**config.mk**
```make
export PLATFORM = sky130hd
export DESIGN_NAME = stream_find_replace_per_line_flat
export DESIGN_NICKNAME = d
export VERILOG_FILES = /design/src/sfrpl_pkg.sv /design/src/sfrpl_if.sv /design/src/sfrpl_dp.sv /design/src/sfrpl_ctrl.sv /design/src/stream_find_replace_per_line.sv /design/src/flat_wrapper.sv
export SDC_FILE = /design/constraint.sdc
export NUM_CORES = 1
export LEC_CHECK = 0
export ABC_AREA = 1
export BUFFER_PORTS_ARGS = -buffer_cell sky130_fd_sc_hd__buf_4
export CAP_MARGIN = 20
export CORE_MARGIN = 3
export CORE_UTILIZATION = 45
export DETAILED_ROUTE_END_ITERATION = 16
export GPL_TIMING_DRIVEN = 0
export SKIP_LAST_GASP = 1
export SYNTH_ARGS = -nofsm -noshare
export SYNTH_HDL_FRONTEND = slang
export SYNTH_SLANG_ARGS = --single-unit
export TNS_END_PERCENT = 30
```
**constraint.sdc**
```tcl
create_clock -name clk -period 8.06 [get_ports clk]
set_input_delay 0.806 -clock clk [delete_from_list [all_inputs] [get_ports clk]]
set_output_delay 0.806 -clock clk [all_outputs]
set_load 0.05 [all_outputs]
```
**src/sfrpl_pkg.sv**
```systemverilog
// Shared types, constants and helpers for the per-line stream find-and-replace block.
// No dependencies; every other file but sfrpl_if imports this package.
package sfrpl_pkg;

  localparam int MAX_PATTERN     = 8;
  localparam int MAX_REPLACEMENT = 8;

  localparam logic [7:0] NEWLINE_BYTE = 8'h0A;

  // Configuration register indexes
  typedef enum logic [2:0] {
    REG_PATTERN_BYTES      = 3'd0,
    REG_PATTERN_LENGTH     = 3'd1,
    REG_REPLACEMENT_BYTES  = 3'd2,
    REG_REPLACEMENT_LENGTH = 3'd3,
    REG_NEWLINE_MODE       = 3'd4
  } cfg_reg_t;

  typedef enum logic [1:0] {
    ST_IDLE = 2'b01,
    ST_EMIT = 2'b10
  } ctrl_state_t;

  // Controller to datapath
  typedef struct packed {
    logic sel_new;  // current run comes from the item at the input
    logic start;    // take the item: latch its run and update match state
    logic load;     // move the next result of the run into the output register
  } dp_cmd_t;

  // Datapath to controller
  typedef struct packed {
    logic out_free;   // output register can take a result this cycle
    logic run_empty;  // item at the input produces no result
    logic run_end;    // result selected now is the last of its run
  } dp_status_t;

  function automatic logic [7:0] byte_of(logic [63:0] word, logic [2:0] k);
    return word[{k, 3'b000} +: 8];
  endfunction

endpackage

```
**src/sfrpl_if.sv**
```systemverilog
// Valid/ready channel interfaces: input items, result items, configuration writes.
// No dependencies.
interface sfrpl_in_if;
  logic       valid;
  logic       ready;
  logic [7:0] text_byte;
  logic       end_of_stream;
  modport source(output valid, output text_byte, output end_of_stream, input ready);
  modport sink(input valid, input text_byte, input end_of_stream, output ready);
endinterface

interface sfrpl_out_if;
  logic       valid;
  logic       ready;
  logic [7:0] out_byte;
  logic       run_last;
  modport source(output valid, output out_byte, output run_last, input ready);
  modport sink(input valid, input out_byte, input run_last, output ready);
endinterface

interface sfrpl_cfg_if;
  logic        valid;
  logic        ready;
  logic [2:0]  index;
  logic [63:0] data;
  modport source(output valid, output index, output data, input ready);
  modport sink(input valid, input index, input data, output ready);
endinterface

```
**src/sfrpl_dp.sv**
```systemverilog
// Datapath: configuration registers, match state, run decode and output register.
// Depends on sfrpl_pkg.
module sfrpl_dp import sfrpl_pkg::*; (
  input  logic        clk,
  input  logic        rst_n,
  input  logic [7:0]  in_text_byte,
  input  logic        in_end_of_stream,
  input  logic        cfg_we,
  input  logic [2:0]  cfg_index,
  input  logic [63:0] cfg_data,
  input  dp_cmd_t     cmd,
  output dp_status_t  status,
  output logic        out_valid,
  output logic [7:0]  out_byte,
  output logic        out_run_last,
  input  logic        out_ready
);

  logic [63:0] pat_bytes_r;
  logic [3:0]  pat_len_r;
  logic [63:0] rep_bytes_r;
  logic [3:0]  rep_len_r;
  logic        nl_mode_r;
  logic [3:0]  match_cnt_r;
  logic        line_done_r;

  // Latched run: table bytes (pattern prefix or replacement), then maybe the literal byte
  logic [7:0]  byte_r;
  logic        run_rep_r;
  logic [3:0]  run_len_r;
  logic        run_lit_r;
  logic [3:0]  idx_r;

  logic        out_valid_r;
  logic [7:0]  out_byte_r;
  logic        out_last_r;

  logic [3:0]  plen_eff;
  logic [3:0]  rlen_eff;
  logic [3:0]  mc_eff;
  logic [3:0]  mc_inc;
  logic        pat_hit;
  logic        is_nl;
  logic        cfg_hit;

  logic        dec_rep;
  logic [3:0]  dec_len;
  logic        dec_lit;
  logic [3:0]  dec_total;
  logic [3:0]  match_cnt_nxt;
  logic        line_done_nxt;

  logic        cur_rep;
  logic [3:0]  cur_len;
  logic        cur_lit;
  logic [7:0]  cur_byte;
  logic [3:0]  cur_idx;
  logic [3:0]  cur_total;
  logic [7:0]  cur_out;

  always_comb begin
    if (pat_len_r == 4'd0) begin
      plen_eff = 4'd1;
    end else if (pat_len_r > 4'(MAX_PATTERN)) begin
      plen_eff = 4'(MAX_PATTERN);
    end else begin
      plen_eff = pat_len_r;
    end
    rlen_eff = (rep_len_r > 4'(MAX_REPLACEMENT)) ? 4'(MAX_REPLACEMENT) : rep_len_r;
  end

  assign mc_eff  = (match_cnt_r >= plen_eff) ? 4'd0 : match_cnt_r;
  assign mc_inc  = mc_eff + 4'd1;
  assign pat_hit = (in_text_byte == byte_of(pat_bytes_r, mc_eff[2:0]));
  assign is_nl   = (in_text_byte == NEWLINE_BYTE);

  // Decode the item at the input into its run and next match state
  always_comb begin
    dec_rep       = 1'b0;
    dec_len       = 4'd0;
    dec_lit       = 1'b0;
    match_cnt_nxt = match_cnt_r;
    line_done_nxt = line_done_r;
    if (in_end_of_stream) begin
      // flush the pending prefix
      dec_len       = match_cnt_r;
      match_cnt_nxt = 4'd0;
      line_done_nxt = 1'b0;
    end else if (nl_mode_r) begin
      if (is_nl) begin
        dec_rep = 1'b1;
        dec_len = rlen_eff;
      end else begin
        dec_lit = 1'b1;
      end
    end else if (line_done_r) begin
      dec_lit = 1'b1;
      if (is_nl) begin
        line_done_nxt = 1'b0;
      end
    end else if (pat_hit) begin
      if (mc_inc >= plen_eff) begin
        dec_rep       = 1'b1;
        dec_len       = rlen_eff;
        match_cnt_nxt = 4'd0;
        line_done_nxt = 1'b1;
      end else begin
        match_cnt_nxt = mc_inc;
      end
    end else begin
      // mismatch: give back the matched prefix, then the byte itself
      dec_len       = mc_eff;
      dec_lit       = 1'b1;
      match_cnt_nxt = 4'd0;
    end
  end

  assign dec_total = dec_len + {3'b000, dec_lit};

  assign cur_rep   = cmd.sel_new ? dec_rep      : run_rep_r;
  assign cur_len   = cmd.sel_new ? dec_len      : run_len_r;
  assign cur_lit   = cmd.sel_new ? dec_lit      : run_lit_r;
  assign cur_byte  = cmd.sel_new ? in_text_byte : byte_r;
  assign cur_idx   = cmd.sel_new ? 4'd0         : idx_r;
  assign cur_total = cur_len + {3'b000, cur_lit};
  assign cur_out   = (cur_idx < cur_len) ?
                     byte_of(cur_rep ? rep_bytes_r : pat_bytes_r, cur_idx[2:0]) : cur_byte;

  assign status.out_free  = !out_valid_r || out_ready;
  assign status.run_empty = (dec_total == 4'd0);
  assign status.run_end   = ((cur_idx + 4'd1) == cur_total);

  always_comb begin
    case (cfg_index)
      REG_PATTERN_BYTES, REG_PATTERN_LENGTH, REG_REPLACEMENT_BYTES,
      REG_REPLACEMENT_LENGTH, REG_NEWLINE_MODE: cfg_hit = 1'b1;
      default:                                  cfg_hit = 1'b0;
    endcase
  end

  always_ff @(posedge clk) begin
    if (!rst_n) begin
      pat_bytes_r <= '0;
      pat_len_r   <= 4'd1;
      rep_bytes_r <= '0;
      rep_len_r   <= 4'd0;
      nl_mode_r   <= 1'b0;
      match_cnt_r <= 4'd0;
      line_done_r <= 1'b0;
      idx_r       <= 4'd0;
      out_valid_r <= 1'b0;
    end else begin
      if (cfg_we) begin
        case (cfg_index)
          REG_PATTERN_BYTES:      pat_bytes_r <= cfg_data;
          REG_PATTERN_LENGTH:     pat_len_r   <= cfg_data[3:0];
          REG_REPLACEMENT_BYTES:  rep_bytes_r <= cfg_data;
          REG_REPLACEMENT_LENGTH: rep_len_r   <= cfg_data[3:0];
          REG_NEWLINE_MODE:       nl_mode_r   <= cfg_data[0];
          default: ;
        endcase
        // drop a pending partial match
        if (cfg_hit) begin
          match_cnt_r <= 4'd0;
          line_done_r <= 1'b0;
        end
      end
      if (cmd.start) begin
        match_cnt_r <= match_cnt_nxt;
        line_done_r <= line_done_nxt;
      end
      if (cmd.load) begin
        idx_r <= cur_idx + 4'd1;
      end
      if (cmd.load) begin
        out_valid_r <= 1'b1;
      end else if (out_ready) begin
        out_valid_r <= 1'b0;
      end
    end
  end

  always_ff @(posedge clk) begin
    if (cmd.start) begin
      byte_r    <= in_text_byte;
      run_rep_r <= dec_rep;
      run_len_r <= dec_len;
      run_lit_r <= dec_lit;
    end
    if (cmd.load) begin
      out_byte_r <= cur_out;
      out_last_r <= status.run_end;
    end
  end

  assign out_valid    = out_valid_r;
  assign out_byte     = out_byte_r;
  assign out_run_last = out_last_r;

endmodule

```
**src/sfrpl_ctrl.sv**
```systemverilog
// Controller: takes items and steps the datapath through each item's result run.
// Depends on sfrpl_pkg.
module sfrpl_ctrl import sfrpl_pkg::*; (
  input  logic       clk,
  input  logic       rst_n,
  input  logic       in_valid,
  output logic       in_ready,
  input  dp_status_t status,
  output dp_cmd_t    cmd
);

  ctrl_state_t state_r;
  ctrl_state_t state_nxt;

  always_comb begin
    state_nxt   = state_r;
    in_ready    = 1'b0;
    cmd.sel_new = (state_r == ST_IDLE);
    cmd.start   = 1'b0;
    cmd.load    = 1'b0;
    case (state_r)
      ST_IDLE: begin
        in_ready = status.out_free;
        if (in_valid && status.out_free) begin
          cmd.start = 1'b1;
          if (!status.run_empty) begin
            // first result goes straight to the output register
            cmd.load = 1'b1;
            if (!status.run_end) begin
              state_nxt = ST_EMIT;
            end
          end
        end
      end
      ST_EMIT: begin
        if (status.out_free) begin
          cmd.load = 1'b1;
          if (status.run_end) begin
            state_nxt = ST_IDLE;
          end
        end
      end
      default: begin
        state_nxt = ST_IDLE;
      end
    endcase
  end

  always_ff @(posedge clk) begin
    if (!rst_n) begin
      state_r <= ST_IDLE;
    end else begin
      state_r <= state_nxt;
    end
  end

endmodule

```
**src/stream_find_replace_per_line.sv**
```systemverilog
// Top level of the per-line stream find-and-replace block.
// Depends on sfrpl_pkg, sfrpl_if, sfrpl_ctrl and sfrpl_dp.
//
//   channel  dir  handshake            payload
//   in_ch    in   in_ch.valid/ready    text_byte[7:0], end_of_stream
//   out_ch   out  out_ch.valid/ready   out_byte[7:0], run_last
//   cfg_ch   in   cfg_ch.valid/ready   index[2:0], data[63:0]
//
// An item with zero or one result leaves the input open; one with n results holds
// the input until its last result is loaded (n up to 8: up to 7 prefix bytes plus
// the byte, or up to 8 replacement bytes), one result per cycle while out_ch.ready is high.
// rst_n (synchronous) clears match state and loads the register reset values.
// A low out_ch.ready holds the output register and, while it is full, the input.
// cfg_ch is always ready; writes are expected only while the block is idle.
module stream_find_replace_per_line import sfrpl_pkg::*; (
  input logic           clk,
  input logic           rst_n,
  sfrpl_in_if.sink      in_ch,
  sfrpl_out_if.source   out_ch,
  sfrpl_cfg_if.sink     cfg_ch
);

  dp_cmd_t    cmd;
  dp_status_t status;
  logic       in_ready;

  assign in_ch.ready  = in_ready;
  assign cfg_ch.ready = 1'b1;

  sfrpl_ctrl u_ctrl (
    .clk      (clk),
    .rst_n    (rst_n),
    .in_valid (in_ch.valid),
    .in_ready (in_ready),
    .status   (status),
    .cmd      (cmd)
  );

  sfrpl_dp u_dp (
    .clk              (clk),
    .rst_n            (rst_n),
    .in_text_byte     (in_ch.text_byte),
    .in_end_of_stream (in_ch.end_of_stream),
    .cfg_we           (cfg_ch.valid),
    .cfg_index        (cfg_ch.index),
    .cfg_data         (cfg_ch.data),
    .cmd              (cmd),
    .status           (status),
    .out_valid        (out_ch.valid),
    .out_byte         (out_ch.out_byte),
    .out_run_last     (out_ch.run_last),
    .out_ready        (out_ch.ready)
  );

`ifndef NO_ASSERTIONS
  // a result never overwrites one still waiting to be taken
  a_load_free: assert property (@(posedge clk) disable iff (!rst_n)
    cmd.load |-> status.out_free)
    else $error("result loaded while output register full");

  // an item with more than one result blocks the input next cycle
  a_busy_after_multi: assert property (@(posedge clk) disable iff (!rst_n)
    (cmd.start && cmd.load && !status.run_end) |=> !in_ch.ready)
    else $error("input ready during result run");

  // once the last result of a run is loaded, input opens as soon as the slot frees
  a_ready_after_last: assert property (@(posedge clk) disable iff (!rst_n)
    (cmd.load && status.run_end) |=> (in_ch.ready == status.out_free))
    else $error("input not reopened after last result");

  // a start without a load only for items that produce nothing
  a_empty_no_load: assert property (@(posedge clk) disable iff (!rst_n)
    (cmd.start && !cmd.load) |-> status.run_empty)
    else $error("item with results skipped");
`endif

endmodule

```
**src/flat_wrapper.sv**
```systemverilog
// flat-port wrapper written by rule: the top's interface ports become plain ports
module stream_find_replace_per_line_flat import sfrpl_pkg::*;
  (clk, rst_n, in_ch_valid, in_ch_text_byte, in_ch_end_of_stream, in_ch_ready, out_ch_valid, out_ch_out_byte, out_ch_run_last, out_ch_ready, cfg_ch_valid, cfg_ch_index, cfg_ch_data, cfg_ch_ready);
  sfrpl_in_if in_ch_i ();
  sfrpl_out_if out_ch_i ();
  sfrpl_cfg_if cfg_ch_i ();
  input logic clk;
  input logic rst_n;
  input wire logic [$bits(in_ch_i.valid)-1:0] in_ch_valid;
  input wire logic [$bits(in_ch_i.text_byte)-1:0] in_ch_text_byte;
  input wire logic [$bits(in_ch_i.end_of_stream)-1:0] in_ch_end_of_stream;
  output wire logic [$bits(in_ch_i.ready)-1:0] in_ch_ready;
  output wire logic [$bits(out_ch_i.valid)-1:0] out_ch_valid;
  output wire logic [$bits(out_ch_i.out_byte)-1:0] out_ch_out_byte;
  output wire logic [$bits(out_ch_i.run_last)-1:0] out_ch_run_last;
  input wire logic [$bits(out_ch_i.ready)-1:0] out_ch_ready;
  input wire logic [$bits(cfg_ch_i.valid)-1:0] cfg_ch_valid;
  input wire logic [$bits(cfg_ch_i.index)-1:0] cfg_ch_index;
  input wire logic [$bits(cfg_ch_i.data)-1:0] cfg_ch_data;
  output wire logic [$bits(cfg_ch_i.ready)-1:0] cfg_ch_ready;
  assign in_ch_i.valid = in_ch_valid;
  assign in_ch_i.text_byte = in_ch_text_byte;
  assign in_ch_i.end_of_stream = in_ch_end_of_stream;
  assign in_ch_ready = in_ch_i.ready;
  assign out_ch_valid = out_ch_i.valid;
  assign out_ch_out_byte = out_ch_i.out_byte;
  assign out_ch_run_last = out_ch_i.run_last;
  assign out_ch_i.ready = out_ch_ready;
  assign cfg_ch_i.valid = cfg_ch_valid;
  assign cfg_ch_i.index = cfg_ch_index;
  assign cfg_ch_i.data = cfg_ch_data;
  assign cfg_ch_ready = cfg_ch_i.ready;
  stream_find_replace_per_line u_core (.clk(clk), .rst_n(rst_n), .in_ch(in_ch_i), .out_ch(out_ch_i), .cfg_ch(cfg_ch_i));
endmodule
```
; ---- After elaboration in Yosys (flattened, before gate mapping)
; Cells that the tools add are included.
[word_totals]
register_bits = 172
inputBits = 81
out_inout_bits = 12
elab_cells = 118
[classes]
n_addsub = 4
n_lt_le_gt_ge = 5
eq_ne = 16
shift = 2
muxes = 57
n_reduce_logical = 18
[ops]
columns = operator, n
row1 = $shiftx A64 B7 Y8, 2
row2 = $mux W4, 20
row3 = $mux W64, 1
row4 = $mux W1, 26
row5 = $mux W8, 2
row6 = $mux W2, 6
row7 = $reduce_and A2 Y1, 5
row8 = $add A4 B1 Y4, 2
row9 = $add A4 B1 Y4 const B, 2
row10 = $eq A8 B4 Y1 const B, 1
row11 = $eq A8 B8 Y1, 1
row12 = $ge A4 B4 Y1, 2
row13 = $gt A4 B4 Y1 const B, 2
row14 = $logic_not A4 Y1, 2
row15 = $ne A2 B2 Y1 const B, 4
row16 = $eq A3 B2 Y1 const B, 2
row17 = $ne A3 B3 Y1 const B, 2
row18 = $reduce_bool A2 Y1, 3
row19 = $reduce_and A5 Y1, 1
row20 = $reduce_or A5 Y1, 1
row21 = $eq A4 B4 Y1, 1
row22 = $lt A4 B4 Y1, 1
row23 = $pmux W2 S2, 1
row24 = $reduce_and A4 Y1, 1
row25 = 11 further kinds, 11

; ---- Longest topological paths before layout
; Gate-level depths: netlist of the first run.
[logic_depth]
depth_word = 19
depth_mapped = 40

; ---- Modules after synthesis
; A second synthesis of the first run with hierarchy kept.
[unflattened]
cells_unflattened = 1451
area_unflattened_um2 = 9739.3
[by_module_without_submodules]
columns = module, n_inst, cells_per_inst, area_each_um2, seq_area_each_um2
row1 = sfrpl_dp, 1, 1419, 9509.1, 3633.5
row2 = sfrpl_ctrl, 1, 30, 219.0, 40.0
row3 = stream_find_replace_per_line, 1, 2, 11.3, 0.0

; ---- Worst setup path after synthesis of the first run
; OpenSTA, ideal clock, no wires.
[synth_path]
kind = reg2reg
startpoint = reg u_core.u_dp.match_cnt_r[0]
endpoint = reg u_core.u_dp.out_byte_r[0] (netlist: u_core.u_dp.out_byte[0]), enable pin
arrival_time_ns = 4.423
required_time_ns = 7.731
path_slack_ns = 3.308
path_stages_with_launch = 33
path_cell_list = dfxtp_1 buf_2 buf_1 inv_1 ha_1 inv_1 nand2_1 nand2_1 nand2_1 nand2_1 nand3_1 inv_2 buf_2 ha_1 ha_1 inv_1 nor2_1 o21ai_0 nand2_1 a31oi_1 nor2_1 a22oi_1 o21ai_0 nand2_1 inv_1 ha_1 ha_1 xor2_1 nand4_1 nand2_1 o21ai_2 nand2_1 inv_1
[synth_lines]
columns = element, line
row1 = "start, declared", sfrpl_dp.sv:24  ; logic [3:0] match_cnt_r;
row2 = "start signal, assigned", sfrpl_dp.sv:169  ; match_cnt_r <= match_cnt_nxt;
row3 = "end signal, assigned", sfrpl_dp.sv:191  ; out_byte_r <= cur_out;
row4 = "end, declared", sfrpl_dp.sv:35  ; logic [7:0] out_byte_r;

==> reports/qor.csv, run 1 <==
metric,value,unit
final_min_period_over_clock_period,74.0,%
grt_setup_unrepaired,false,
antenna_violations_before_repair,0,
max_slew.worst_pin.slew,0.982,ns
crit_path_end_kind,flip-flop,
final_max_slew_viol_count,0,
detailed_place_hpwl,27.8,mm
post_drt_wl_per_cell,19.6,µm
p_int,1.73,mW
cts.path.max_buffers,2,
synth_top_cells_by_area,"sky130_fd_sc_hd__dfxtp_1 (31%), sky130_fd_sc_hd__nand2_1 (14%), sky130_fd_sc_hd__o21ai_0 (8.7%), sky130_fd_sc_hd__nor2_1 (7.5%), sky130_fd_sc_hd__edfxtp_1 (7.2%)",
grt_first_pass_wirelength,55.5,mm
relSlewSlack,34.5,%
post_synth_and_or_nand_nor_area_fraction,30.9,%
cts_hold_buffers,0,
ir_drop,0.128,mV
worst_path_max_fanout,10,
layout-area-overhead-vs-synth,16.9,%
core,20600,µm²
clock_latency,0.44,ns
clkPwrFrac,30.8,%
post_route_cells_drive_above_1_share,10.8,%
cts.repair.resized,0,
mappedNetlistNets,1556,
design.die.area,23200,µm²
synth.area.mux_share,0,%
post_cts.repair.setup_buffers,0,
final_cell_mix,"sky130_fd_sc_hd__nand2_1 (354), sky130_fd_sc_hd__nor2_1 (192), sky130_fd_sc_hd__o21ai_0 (167)",
maximum_number_of_pins_on_one_net_before_global_route_repair,18,
leakage,4.84,nW
via_count_of_the_first_global_routing_pass,9483,
drt_pre_antenna_iters,6,
path_common_cell,sky130_fd_sc_hd__nand2_1,
hold_slack_final,0.457,ns
detail-route-antenna-nets,0,
wl,36.2,mm
fmax,168,MHz
nNetsFinal,1665,
compound_cell_area_share_of_the_yosys_netlist,18.7,%
critical_path.startpoint_type,flip-flop,
synth_area_in_xor_xnor,0.455,%
hold_path.class,reg2reg,
routed_via_density,5.61,
floorplan.io_pins,93,
ys_warn_count,0,
mappedNetlistArea,9610,µm²
grt.total_usage,30.5,%
synthDominantCellAreaShare,31.0,%
worst_setup_hold_path_clk_slew,0.07,ns
layout.core_utilization,54.5,%
cts_tree,built,
grt.overflow.total,0,
p_sw,1.10,mW
core.rowCount,52,
seq_power_share,35.3,%
drt_iter0_drc,1017,
switching_share,38.9,%
totalPowerFinal,2.83,mW
yosysUniqueCellTypes,38,
die-width,152,µm
gp_routability_congestion,0.954,
cts_max_level,4,
detail_route.drc_violations,0,
clock-skew-final,0.0129,ns
synthesis.area_per_instance,6.60,µm²
clkSinkCount,172,
finalSetupViolCount,0,
synthesis.instances,1456,
crit_slowest_cell,sky130_fd_sc_hd__buf_1,
buffer_ports.inserted,90,
dominant_combinational_cell_family_by_area_after_synthesis,simple AND/OR/NAND/NOR gates,
adder_and_majority_gate_portion_of_the_synthesized_area,2.47,%
max_cap_viol_count,0,
ys_ff_latch,172,
die_height,152,µm
power_frac_comb,33.9,%
period_minus_slack,5.96,ns
synth_top_area_cell,sky130_fd_sc_hd__dfxtp_1,
final_common_cell,sky130_fd_sc_hd__nand2_1,
critPathMaxStageDelay,0.44,ns
detailed_route_via_count,10400,
pwr_density_cell,251,nW/µm²
outcome,"complete, no violations",
setup_crit_path_kind,reg2reg,
arrival,6.07,ns
finalHoldViolCount,0,
initial_core_util,46.6,%
cts_root_buffer,sky130_fd_sc_hd__clkbuf_16,
sequential_cell_area_fraction_in_the_yosys_report,38.2,%
number_of_buffers_created_by_cts,17,
totalNegativeSetupSlack,0,ns
worstPathRequired,8.17,ns
## power groups by stage
stage	combinational (mW)	sequential, mW	clock (mW)
6_report	0.957	0.998	0.871
3_5_place_dp	0.945	1.02	0
5_1_grt	1.06	1.00	0.912
3_3_place_gp	0.940	1.02	0
2_1_floorplan	0.570	1.08	0
4_1_cts	0.950	0.997	0.873
## critical path, delay by kind of cell, from the launching register on
| kind | cells | cell delay (ns) |
|---|---|---|
| compound gates | 6 | 1.03 |
| xor+xnor | 1 | 0.16 |
| fa+ha+maj | 4 | 1.10 |
| buf+inv | 9 | 1.80 |
| flops | 1 | 0.30 |
| simple gates | 13 | 1.22 |
## kinds of logic (layout without fill, tap and decap cells)
logic type,after synthesis,count (layout)
buffers and inverters,215,337
and+or+nand+nor,719,719
DFF,172,172
adders and majority gates,19,19
AOI/OAI and AO/OA,325,325
other,1,2
xor gates and xnor gates,5,5
## worst paths after layout
| kind | from | endpoint | slack (ns) | cells after the start |
|---|---|---|---|---|
| hold reg to reg | u_core.u_dp.rep_bytes_r[7] | u_core.u_dp.rep_bytes_r[7] | 0.46 | 2 |
| setup reg to reg | u_core.u_dp.match_cnt_r[0] | u_core.u_dp.out_byte[6] | 2.10 | 33 |
| setup / recovery | u_core.u_dp.match_cnt_r[0] | u_core.u_dp.out_byte[6] | 2.10 | 33 |
| hold / removal | u_core.u_dp.rep_bytes_r[7] | u_core.u_dp.rep_bytes_r[7] | 0.46 | 2 |
## cell type report
cell class / instances / area [µm²]
tap: 270 / 338
antenna: 1 / 2.50
timing repair buffer: 90 / 676
multi-input combinational: 1069 / 5060
clock buffer: 20 / 450
clock inverter: 12 / 153
sequential: 172 / 3670
inverter: 125 / 469
fill: 2137 / 9390
buffer: 90 / 417
## cell usage after synthesis, drive strengths merged
cell type	n
clkbuf	52
edfxtp	23
a21boi	2
a22oi	1
a21o	1
o21bai	3
a31oi	1
buf	38
nor2	196
nand3	135
nor3	4
nor4	2
conb	1
xnor2	2
ha	19
o211ai	42
dfxtp	149
xor2	3
a21oi	82
nand2	356
o21a	10
clkinv	4
nand4	24
or2	2
o21ai	183
inv	121
## metal layers
metal,vias to the layer above,share of wire [%],global-route usage (%)
li1,5017,-,-
met1,4824,43,42.1
met2,457,46,48.8
met3,76,8.0,5.06
met4,0,3.4,10.3
met5,-,0,0
## flip-flops by register name (all words and copies together) (netlist names), 2 cells and up
register / cells
u_core.u_dp.match_cnt_r: 4
u_core.u_dp.pat_len_r: 4
u_core.u_dp.rep_bytes_r: 64
u_core.u_ctrl.state_r: 2
u_core.u_dp.byte_r: 8
u_core.u_dp.idx_r: 4
u_core.u_dp.run_len_r: 4
u_core.u_dp.rep_len_r: 4
u_core.u_dp.out_byte: 8
u_core.u_dp.pat_bytes_r: 64
## metrics by stage
stage,worst slack (ns),cell area (µm²),instances
floorplan,3.31,9610,1456
detailed placement,2.19,10600,1816
global placement,2.14,10600,1816
finish,2.10,11200,1849
global route,1.54,11200,1848
CTS,2.17,11200,1848
(Power assumes the default switching activity.)
==> run 2, diff against run 1 <==
- clock period: 8.06 -> 6.15 ns (I/O delays scaled with it)
==> run 2 against run 1 <==
Effect of this change:
- fmax is 6.6% higher
- power is 31% higher
- clock power is 31% higher
- design area hardly changed
- critical path type unchanged
- critical endpoint unchanged
- highest routed layer unchanged
==> reports/qor.csv, run 2 (synthesis results as in run 1) <==
metric,value,unit,change
outcome,"complete, no violations",,unchanged
core,20600,µm²,unchanged
final_max_slew_viol_count,0,,unchanged
number_of_buffers_created_by_cts,17,,unchanged
final_min_period_over_clock_period,90.9,%,was 74.0%
relSlewSlack,36.6,%,was 34.5%
detailed_place_hpwl,27.8,mm,unchanged
arrival,5.73,ns,was 6.07 ns
ir_drop,0.169,mV,was 0.128 mV
totalPowerFinal,3.71,mW,was 2.83 mW
grt_first_pass_wirelength,55.5,mm,unchanged
die_height,152,µm,unchanged
routed_via_density,5.61,,about the same
layout-area-overhead-vs-synth,16.9,%,about the same
final_critical_path_setup_slack,0.558,ns,was 2.10 ns
grt.total_usage,30.5,%,unchanged
critical_path_buf_inv_count,9,,unchanged
fmax,179,MHz,was 168 MHz
wl,36.2,mm,about the same
final-instance-count-excl-fill,1849,,unchanged
layout.core_utilization,54.5,%,about the same
drt_pre_antenna_iters,5,,was 6
startpoint_of_the_worst_slack_reg_to_reg_timing_path,u_core.u_dp.match_cnt_r[0],,unchanged
critPathMaxStageDelay,0.34,ns,was 0.44 ns
holdPathEnd,u_core.u_dp.byte_r[6],,was u_core.u_dp.rep_bytes_r[7]
gp_routability_congestion,0.954,,unchanged
regToRegEndpoint,u_core.u_dp.out_byte[6],,unchanged
nNetsFinal,1665,,unchanged
die-width,152,µm,unchanged
max_slew.worst_pin.slew,0.950,ns,was 0.982 ns
maximum_number_of_pins_on_one_net_before_global_route_repair,18,,unchanged
crit_slowest_cell,sky130_fd_sc_hd__ha_1,,was sky130_fd_sc_hd__buf_1
cts_max_level,4,,unchanged
floorplan.io_pins,93,,unchanged
initial_core_util,46.6,%,unchanged
period_minus_slack,5.59,ns,was 5.96 ns
leakage,4.84,nW,about the same
finalHoldViolCount,0,,unchanged
design.die.area,23200,µm²,unchanged
max_cap_viol_count,0,,unchanged
min-delay-start,in_ch_text_byte[6],,was u_core.u_dp.rep_bytes_r[7]
clock_latency,0.44,ns,about the same
worstPathRequired,6.29,ns,was 8.17 ns
post_cts.repair.setup_buffers,0,,unchanged
cts_tree,built,,unchanged
r2r_depth,32,,was 33
ff2ff_setup_slack,0.56,ns,was 2.10 ns
place.detailed.instances,1816,,unchanged
clkSinkCount,172,,unchanged
final_cell_mix,"sky130_fd_sc_hd__nand2_1 (354), sky130_fd_sc_hd__nor2_1 (192), sky130_fd_sc_hd__o21ai_0 (166)",,"was sky130_fd_sc_hd__nand2_1 (354), sky130_fd_sc_hd__nor2_1 (192), sky130_fd_sc_hd__o21ai_0 (167)"
worst_setup_hold_path_clk_slew,0.07,ns,about the same
cp_top_family,buffers and inverters,,unchanged
buffer_ports.inserted,90,,unchanged
hold_path.class,in2reg,,was reg2reg
critical_path.startpoint_type,flip-flop,,unchanged
via_count_of_the_first_global_routing_pass,9483,,unchanged
detail_route.drc_violations,0,,unchanged
grt_setup_unrepaired,false,,unchanged
pre_cts_ws,0.285,ns,was 2.19 ns
grt.overflow.total,0,,unchanged
crit_path_end_kind,flip-flop,,unchanged
core.rowCount,52,,unchanged
design_area,11200,µm²,about the same
post_route_cells_drive_above_1_share,11.0,%,was 10.8%
worst_path_max_fanout,10,,unchanged
layout_top_registers,"u_core.u_dp.pat_bytes_r: 64 flops, u_core.u_dp.rep_bytes_r: 64 flops",,unchanged
cts_root_buffer,sky130_fd_sc_hd__clkbuf_16,,unchanged
totalNegativeSetupSlack,0,ns,unchanged
place_area,10600,µm²,unchanged
finalSetupViolCount,0,,unchanged
pwr_density_cell,330,nW/µm²,was 251 nW/µm²
cts.path.max_buffers,2,,unchanged
hold_slack_final,0.386,ns,was 0.457 ns
post_drt_wl_per_cell,19.6,µm,about the same
setup_crit_path_kind,reg2reg,,unchanged
antenna_violations_before_repair,0,,unchanged
path_common_cell,sky130_fd_sc_hd__nand2_1,,unchanged
clock-skew-final,0.0112,ns,was 0.0129 ns
min_delay_path_depth,1,,was 2
final_common_cell,sky130_fd_sc_hd__nand2_1,,unchanged
drt_iter0_drc,983,,was 1017
detail-route-antenna-nets,0,,unchanged
detailed_route_via_count,10400,,about the same
run 2: cell types whose count changed in the layout (fill, tap and decap cells not counted):
cell,previous run,this run
sky130_fd_sc_hd__buf_1,8,7
sky130_fd_sc_hd__o21ai_1,15,16
sky130_fd_sc_hd__inv_1,114,113
sky130_fd_sc_hd__clkbuf_2,0,1
sky130_fd_sc_hd__clkinvlp_4,2,3
sky130_fd_sc_hd__o21ai_0,167,166
run 2: worst max-delay path by stage:
| stage | endpoint | cells after the start | slack (ns) | start |
|---|---|---|---|---|
| finish | u_core.u_dp.out_byte[6] | 32 | 0.56 | u_core.u_dp.match_cnt_r[0] |
| global route | u_core.u_ctrl.state_r[0] | 38 | 0.01 | u_core.u_dp.match_cnt_r[0] |
| detailed placement | u_core.u_dp.out_byte[4] | 33 | 0.28 | u_core.u_dp.match_cnt_r[0] |
| floorplan | u_core.u_dp.out_byte[0] | 32 | 1.40 | u_core.u_dp.match_cnt_r[0] |
| CTS | u_core.u_dp.out_byte[4] | 33 | 0.26 | u_core.u_dp.match_cnt_r[0] |
| global placement | u_core.u_dp.out_byte[1] | 33 | 0.23 | u_core.u_dp.match_cnt_r[0] |
run 2: repair_timing:
item / CTS / global route
gates resized for setup: 0 / 3
hold buffers: 0 / 0
endpoints found under the hold margin: 0 / 0
endpoints found under the setup margin: 0 / 12
run 2: routing by layer:
layer | track usage, % | part of all wire, % | wire length [µm] | vias to the layer above
li1 | - | - | - | 5019
met1 | 42.1 | 43 | 15700 | 4778
met2 | 48.8 | 45 | 16400 | 491
met3 | 5.06 | 7.9 | 2870 | 84
met4 | 10.3 | 3.5 | 1270 | 0
met5 | 0 | 0 | 0 | -
run 2: area by class of cell:
cell class                      count  area, µm²
Multi-Input combinational cell   1069       5060
Inverter                          125        473
Antenna cell                        1       2.50
Buffer                             90        418
Clock buffer                       20        450
Sequential cell                   172       3670
Tap cell                          270        338
Timing Repair Buffer               90        676
Fill cell                        2137       9380
Clock inverter                     12        153
run 2: power breakdown:
| part | internal (mW) | leakage, nW | total, mW | switching [mW] |
|---|---|---|---|---|
| combinational | 0.375 | 3.12 | 1.26 | 0.880 |
| sequential | 1.26 | 1.43 | 1.31 | 0.0473 |
| clock | 0.627 | 0.291 | 1.14 | 0.516 |
